--- config.mk ---
export PLATFORM = sky130hd
export DESIGN_NAME = fixed_width_decimal_formatter
export DESIGN_NICKNAME = d
export VERILOG_FILES = /design/src/rtl/fwdf_pkg.sv /design/src/rtl/fwdf_dd_stage.sv /design/src/rtl/fwdf_serializer.sv /design/src/rtl/fixed_width_decimal_formatter.sv
export SDC_FILE = /design/constraint.sdc
export NUM_CORES = 1
export LEC_CHECK = 0
export ABC_AREA = 1
export BUFFER_PORTS_ARGS = -buffer_cell sky130_fd_sc_hd__buf_2
export CAP_MARGIN = 5
export CORE_MARGIN = 2
export CORE_UTILIZATION = 60
export DETAILED_ROUTE_END_ITERATION = 6
export PLACE_DENSITY = 0.81
export SYNTH_ARGS = -nofsm -noshare
export SYNTH_HDL_FRONTEND = slang
export SYNTH_SLANG_ARGS = --single-unit
--- constraint.sdc ---
create_clock -name clk_i -period 7.9 [get_ports clk_i]
set_input_delay 1.185 -clock clk_i [delete_from_list [all_inputs] [get_ports clk_i]]
set_output_delay 1.185 -clock clk_i [all_outputs]
set_load 0.05 [all_outputs]
--- src/rtl/fwdf_pkg.sv ---
// Shared constants and types for the fixed-width decimal formatter.
package fwdf_pkg;

  localparam int unsigned VALUE_W        = 32;
  localparam int unsigned CHAR_W         = 7;
  localparam int unsigned CFG_W          = 4;
  localparam int unsigned MAX_DIGITS_DEF = 9;

  // Magnitude bits of a non-negative value and the decimal digits they can need.
  localparam int unsigned BIN_W      = VALUE_W - 1;
  localparam int unsigned BCD_DIGITS = 10;

  // Double-dabble shift steps done per pipeline stage.
  localparam int unsigned DD_STEPS  = 8;
  localparam int unsigned DD_STAGES = (BIN_W + DD_STEPS - 1) / DD_STEPS;

  localparam logic [CHAR_W-1:0] CH_ZERO = 7'h30;
  localparam logic [CHAR_W-1:0] CH_DASH = 7'h2D;
  localparam logic [CHAR_W-1:0] CH_MORE = 7'h3E;

  typedef logic [BCD_DIGITS-1:0][3:0] bcd_t;

  typedef struct packed {
    logic [BIN_W-1:0] bin;   // bits still to shift in, msb first
    bcd_t             bcd;
    logic             neg;
    logic [CFG_W-1:0] width; // field width, already clamped, never zero
  } dd_item_t;

endpackage

--- src/rtl/fwdf_dd_stage.sv ---
// One registered stage of the pipelined binary to BCD converter.
module fwdf_dd_stage
  import fwdf_pkg::*;
#(
  parameter int unsigned STAGE = 0
) (
  input  logic     clk_i,
  input  logic     rst_ni,
  input  logic     in_valid_i,
  output logic     in_ready_o,
  input  dd_item_t in_item_i,
  output logic     out_valid_o,
  input  logic     out_ready_i,
  output dd_item_t out_item_o
);

  localparam int unsigned BitsLeft = BIN_W - STAGE * DD_STEPS;
  localparam int unsigned Steps    = (BitsLeft < DD_STEPS) ? BitsLeft : DD_STEPS;

  logic     valid_q;
  dd_item_t item_q, item_d;

  assign in_ready_o  = !valid_q || out_ready_i;
  assign out_valid_o = valid_q;
  assign out_item_o  = item_q;

  // add-3 correction on each digit, then shift one binary bit in
  always_comb begin
    item_d = in_item_i;
    for (int s = 0; s < Steps; s++) begin
      for (int d = 0; d < BCD_DIGITS; d++) begin
        if (item_d.bcd[d] >= 4'd5) begin
          item_d.bcd[d] = item_d.bcd[d] + 4'd3;
        end
      end
      item_d.bcd = bcd_t'({item_d.bcd[BCD_DIGITS-1:0]} << 1) | bcd_t'(item_d.bin[BIN_W-1]);
      item_d.bin = {item_d.bin[BIN_W-2:0], 1'b0};
    end
  end

  always_ff @(posedge clk_i or negedge rst_ni) begin
    if (!rst_ni) begin
      valid_q <= 1'b0;
    end else if (in_ready_o) begin
      valid_q <= in_valid_i;
    end
  end

  always_ff @(posedge clk_i) begin
    if (in_ready_o && in_valid_i) begin
      item_q <= item_d;
    end
  end

endmodule

--- src/rtl/fwdf_serializer.sv ---
// Character serializer: holds one formatted field and sends it a beat at a time.
module fwdf_serializer
  import fwdf_pkg::*;
#(
  parameter int unsigned MAX_DIGITS = MAX_DIGITS_DEF
) (
  input  logic                                clk_i,
  input  logic                                rst_ni,
  input  logic                                in_valid_i,
  output logic                                in_ready_o,
  input  logic [MAX_DIGITS-1:0][CHAR_W-1:0]   in_chars_i,
  input  logic [CFG_W-1:0]                    in_width_i,
  output logic                                out_valid_o,
  input  logic                                out_ready_i,
  output logic [CHAR_W-1:0]                   out_char_o,
  output logic                                out_last_o
);

  logic [MAX_DIGITS-1:0][CHAR_W-1:0] chars_q;
  logic [CFG_W-1:0]                  remain_q;

  assign out_valid_o = (remain_q != '0);
  assign out_last_o  = (remain_q == CFG_W'(1));
  assign out_char_o  = chars_q[0];

  // take the next field when empty or while the final beat leaves
  assign in_ready_o = !out_valid_o || (out_last_o && out_ready_i);

  always_ff @(posedge clk_i or negedge rst_ni) begin
    if (!rst_ni) begin
      remain_q <= '0;
    end else if (in_ready_o) begin
      remain_q <= in_valid_i ? in_width_i : '0;
    end else if (out_ready_i) begin
      remain_q <= remain_q - CFG_W'(1);
    end
  end

  always_ff @(posedge clk_i) begin
    if (in_ready_o) begin
      if (in_valid_i) begin
        chars_q <= in_chars_i;
      end
    end else if (out_ready_i) begin
      chars_q <= (MAX_DIGITS * CHAR_W)'(chars_q >> CHAR_W);
    end
  end

endmodule

--- src/rtl/fixed_width_decimal_formatter.sv ---
// Fixed-width decimal formatter: signed value in, ASCII field out a character per beat.
//
// Input stream (s_axis_*): one beat carries a 32-bit two's complement value.
// Output stream (m_axis_*): one beat per character, most significant first;
// tlast marks the final character of the field.
// cfg_we_i/cfg_wdata_i write the field width (0..15, saturates to MAX_DIGITS);
// write it only while the block is idle. A width of zero drops values silently.
// Negative values give a field of dashes; values of at least 10**width give
// '>' followed by the low width-1 digits; other values are zero padded.
// The first character of a field becomes valid once its input beat has passed
// four binary to BCD stages of up to eight shift steps each, a formatting
// register and the serializer register.
// The pipeline takes a beat every cycle while nothing ahead stalls; the output
// port sends width characters per value, fields following back to back.
// Reset clears the width to zero and empties the pipeline. A stalled output
// holds its beat; the stages behind it fill and then deassert s_axis_tready.
module fixed_width_decimal_formatter
  import fwdf_pkg::*;
#(
  parameter int unsigned MAX_DIGITS = MAX_DIGITS_DEF
) (
  input  logic               clk_i,
  input  logic               rst_ni,
  input  logic               cfg_we_i,
  input  logic [CFG_W-1:0]   cfg_wdata_i,   // digit_count
  input  logic               s_axis_tvalid,
  output logic               s_axis_tready,
  input  logic [VALUE_W-1:0] s_axis_tdata,  // [31:0] value
  output logic               m_axis_tvalid,
  input  logic               m_axis_tready,
  output logic [7:0]         m_axis_tdata,  // [6:0] character, [7] zero
  output logic               m_axis_tlast   // is_last
);

  logic [CFG_W-1:0] digit_count_q;
  logic [CFG_W-1:0] width_in;

  always_ff @(posedge clk_i or negedge rst_ni) begin
    if (!rst_ni) begin
      digit_count_q <= '0;
    end else if (cfg_we_i) begin
      digit_count_q <= cfg_wdata_i;
    end
  end

  assign width_in = (digit_count_q > CFG_W'(MAX_DIGITS)) ? CFG_W'(MAX_DIGITS) : digit_count_q;

  // binary to BCD pipeline
  logic     dd_valid [DD_STAGES+1];
  logic     dd_ready [DD_STAGES+1];
  dd_item_t dd_item  [DD_STAGES+1];

  always_comb begin
    dd_item[0].bin   = s_axis_tdata[BIN_W-1:0];
    dd_item[0].bcd   = '0;
    dd_item[0].neg   = s_axis_tdata[VALUE_W-1];
    dd_item[0].width = width_in;
  end

  // a zero-width field is taken and dropped here
  assign dd_valid[0]   = s_axis_tvalid && (width_in != '0);
  assign s_axis_tready = dd_ready[0];

  for (genvar g = 0; g < DD_STAGES; g++) begin : g_dd
    fwdf_dd_stage #(
      .STAGE(g)
    ) u_stage (
      .clk_i      (clk_i),
      .rst_ni     (rst_ni),
      .in_valid_i (dd_valid[g]),
      .in_ready_o (dd_ready[g]),
      .in_item_i  (dd_item[g]),
      .out_valid_o(dd_valid[g+1]),
      .out_ready_i(dd_ready[g+1]),
      .out_item_o (dd_item[g+1])
    );
  end

  // formatting stage: digit order, padding, overflow and sign
  dd_item_t                          fin;
  logic                              fmt_valid_q;
  logic                              fmt_ready;
  logic [MAX_DIGITS-1:0][CHAR_W-1:0] fmt_chars_q, fmt_chars_d;
  logic [CFG_W-1:0]                  fmt_width_q;
  logic                              overflow;
  logic [CFG_W-1:0]                  sel;
  logic                              ser_ready;

  assign fin = dd_item[DD_STAGES];

  always_comb begin
    overflow = 1'b0;
    for (int d = 0; d < BCD_DIGITS; d++) begin
      if (CFG_W'(d) >= fin.width && fin.bcd[d] != 4'd0) begin
        overflow = 1'b1;
      end
    end
    for (int k = 0; k < MAX_DIGITS; k++) begin
      sel            = fin.width - CFG_W'(k) - CFG_W'(1);
      fmt_chars_d[k] = CH_ZERO;
      if (CFG_W'(k) < fin.width) begin
        fmt_chars_d[k] = CH_ZERO + CHAR_W'(fin.bcd[sel]);
      end
    end
    if (overflow) begin
      fmt_chars_d[0] = CH_MORE;
    end
    if (fin.neg) begin
      fmt_chars_d = {MAX_DIGITS{CH_DASH}};
    end
  end

  assign fmt_ready           = !fmt_valid_q || ser_ready;
  assign dd_ready[DD_STAGES] = fmt_ready;

  always_ff @(posedge clk_i or negedge rst_ni) begin
    if (!rst_ni) begin
      fmt_valid_q <= 1'b0;
    end else if (fmt_ready) begin
      fmt_valid_q <= dd_valid[DD_STAGES];
    end
  end

  always_ff @(posedge clk_i) begin
    if (fmt_ready && dd_valid[DD_STAGES]) begin
      fmt_chars_q <= fmt_chars_d;
      fmt_width_q <= fin.width;
    end
  end

  logic [CHAR_W-1:0] out_char;

  fwdf_serializer #(
    .MAX_DIGITS(MAX_DIGITS)
  ) u_ser (
    .clk_i      (clk_i),
    .rst_ni     (rst_ni),
    .in_valid_i (fmt_valid_q),
    .in_ready_o (ser_ready),
    .in_chars_i (fmt_chars_q),
    .in_width_i (fmt_width_q),
    .out_valid_o(m_axis_tvalid),
    .out_ready_i(m_axis_tready),
    .out_char_o (out_char),
    .out_last_o (m_axis_tlast)
  );

  assign m_axis_tdata = {1'b0, out_char};

endmodule
==> summary.txt <==
Status
  – Status: finished, final reports clean

Finish
  – Final Instance Area: between 20000 and 30000 µm²
  – Share of cells above drive strength 1: 0.129
  – FF+latch area: 8190 µm²
  – Layout fillers: 3826
  – Diodes inserted: 0
  – Area of the multi-input gates: ~16000 µm²
  – Area Overhead vs Synth: 6.99%
  – Final net count: between 4000 and 5000

Setup path
  – Worst setup SP type: register
  – Crit path top cell by count: inv_1
  – Critical path fanouts, max: 4
  – Crit path arrival time: around 6.9 ns
  – CP Launch Point: g_dd[2].u_stage.out_item_o[14]
  – CP endpoint kind: register
  – WS Path Type: register to register
  – Critical Path RT: 8.24 ns
  – Critical path's slowest cell: edfxtp_1
  – R2r startpoint: g_dd[2].u_stage.out_item_o[14]
  – Max incr delay on CP: 0.39 ns

Timing
  – Setup violations, final: 0
  – Fin. max-slew vios: 0
  – Setup TNS: 0 ns
  – Tmin final: about 6.6 ns
  – Fmax: 0.152 GHz
  – Slew HR: 0.222
  – Hold Vio Cnt, Final: 0
  – Slew at the pin closest to its max-slew limit: 1.16 ns
  – Clock skew: approximately 0.023 ns
  – Period utilization: 0.831
  – RSZ-0062 raised after global routing: no
  – Final WS setup: 1.34 ns
  – Hold slack: 0.417 ns

Drt
  – Wire per inst: 11.3 µm
  – Routed Wire Length: 50300 µm
  – 1st-iter DRT viols: around 1200
  – DRT antenna net count: 0
  – First-pass DRT Iterations: 6
  – Drt drc: 0
  – Vias per inst: 5.12
  – DR vias: 22800

Die
  – Die Y-Extent: 216 µm
  – Rows: 77
  – Die X-Extent: around 220 µm
  – Starting Density: 0.610
  – Area of the core: 44300 µm²
  – Die ar.: 46800 µm²
  – Io pins: 52

Logic synthesis
  – Synthesis-stage register bit count: 275
  – Count leader, synth: nand2_1
  – Synth Area per Inst: 7.14 µm²
  – Post-synth top cells: 1052 x nand2_1, 710 x inv_1, 262 x edfxtp_1
  – Synth warnings: 0
  – Yosys cell types: 69
  – Register area share after synthesis: 0.303
  – Synthesized area: 27000 µm²
  – Synth Flop Type: edfxtp_1
  – EDFF count, synth: around 260
  – Top cells by area, synth: edfxtp_1 29%, nand2_1 15%, ha_1 10%
  – Cells after Synth: 3785
  – Asr flop ratio synth: 0.0473
  – Yosys top cell by area: edfxtp_1
  – Yosys top cell area share: 0.291

Clock network
  – Clk_lat worst skew: 0.60 ns
  – CTS Buf Count: 30
  – CTS sink cnt: 275
  – Clk pin slew, worst setup/hold paths: 0.06 ns
  – CTS Hold Bufs: 0
  – Max Root-Sink Buffers: 3
  – PostCTS Resize Cnt: 0
  – Postcts setup bufs: 0
  – H-tree depth: 1
  – TritonCTS clock tree: done
  – Root buf cell: clkbuf_16

Global routing
  – GRT overflow: 0
  – Largest net degree at the start of global routing: 65
  – GR Util All Layers: 0.216
  – First-pass GRT wire length: between 80000 and 90000 µm
  – Initial antenna violation count: 0
  – Vias in the first global route: 21300

Placement
  – HPWL after detailed placement: a little under 40000 µm
  – DP Worst Slack: 1.36 ns
  – Placed cell area: roughly 28000 µm²
  – I/O Buffers: between 40 and 50
  – Gpl congestion: 0.990

Flow run
  – Maxcap violations: 0

Min path
  – Worst Hold Class: register to register
  – HP Start: g_dd[1].u_stage.out_item_o[3]
registers in the layout, summed over array words and instances (netlist names):
name,cells
u_ser.out_char_o,6
u_ser.remain_q,4
u_ser.chars_q,48
fmt_width_q,4
g_dd.u_stage.out_item_o,167
digit_count_q,4
fmt_chars_q,37
g_dd.u_stage.out_valid_o,4
fmt_valid_q,1
final timing paths:
path / endpoint / slack (ns) / cells after the start
max in group asynchronous: g_dd[1].u_stage.out_valid_o / 7.21 / 1
max: g_dd[3].u_stage.out_item_o[14] / 1.34 / 40
min reg2reg: g_dd[2].u_stage.out_item_o[3] / 0.42 / 0
min in group asynchronous: digit_count_q[1] / 0.46 / 1
min: g_dd[2].u_stage.out_item_o[3] / 0.42 / 0
max reg2reg: g_dd[3].u_stage.out_item_o[14] / 1.34 / 40
cell type report:
| type | count | area share |
|---|---|---|
| clock inverters | 14 | 0.00653 |
| repair buffers | 58 | 0.0108 |
| inverters | 757 | 0.0983 |
| clock buffers | 42 | 0.0286 |
| multi-input cells | 2707 | 0.547 |
| well taps | 592 | 0.0256 |
| flip-flops and latches | 275 | 0.283 |
critical path, delay by kind of cell (launching register included):
kind            cells  cell delay (ns)
simple gates       11             1.29
fa+ha+maj           7             1.47
xor+xnor            7             1.52
flops               1             0.39
buf+inv            10             0.85
compound gates      5             0.78
stage by stage:
| step | utilization | std cells |
|---|---|---|
| final | 0.653 | 4445 |
| after floorplan | - | 3786 |
| after global placement | 0.630 | 4389 |
| after detailed placement | 0.630 | 4389 |
| after CTS | 0.653 | 4445 |
| after global routing | 0.653 | 4445 |
logic make-up after synthesis:
group           count (synthesis)  synth area share
simple gates                 1805             0.315
buf+inv                       804             0.113
compound gates                549             0.120
flops                         275             0.303
fa+ha+maj                     220             0.102
xor+xnor                      120            0.0428
mux                            11           0.00412
other cells                     1          0.000139
cell usage in the layout (no fill, tap or decap), types with 59 or more instances in the layout:
cell      synthesis  routed
o21ai_0         212     212
nand3_1         207     207
ha_1            220     220
a21oi_1         127     126
nor2_1          165     163
inv_1           710     710
nand4_1          59      59
xor2_1           96      96
nand2_1        1052    1052
edfxtp_1        262     262
nand2_2         139     139
metal layers:
metal  up-vias  part of all wire  global-route usage
met1     10100              0.43               0.246
met2       337              0.51               0.415
met4         0             0.027              0.0660
met3       100             0.038              0.0285
met5         -                 0                   0
li1      12200                 -                   -
Power is not shown: default switching activity piles up to over one toggle a cycle in this logic, so the estimate is an artifact.
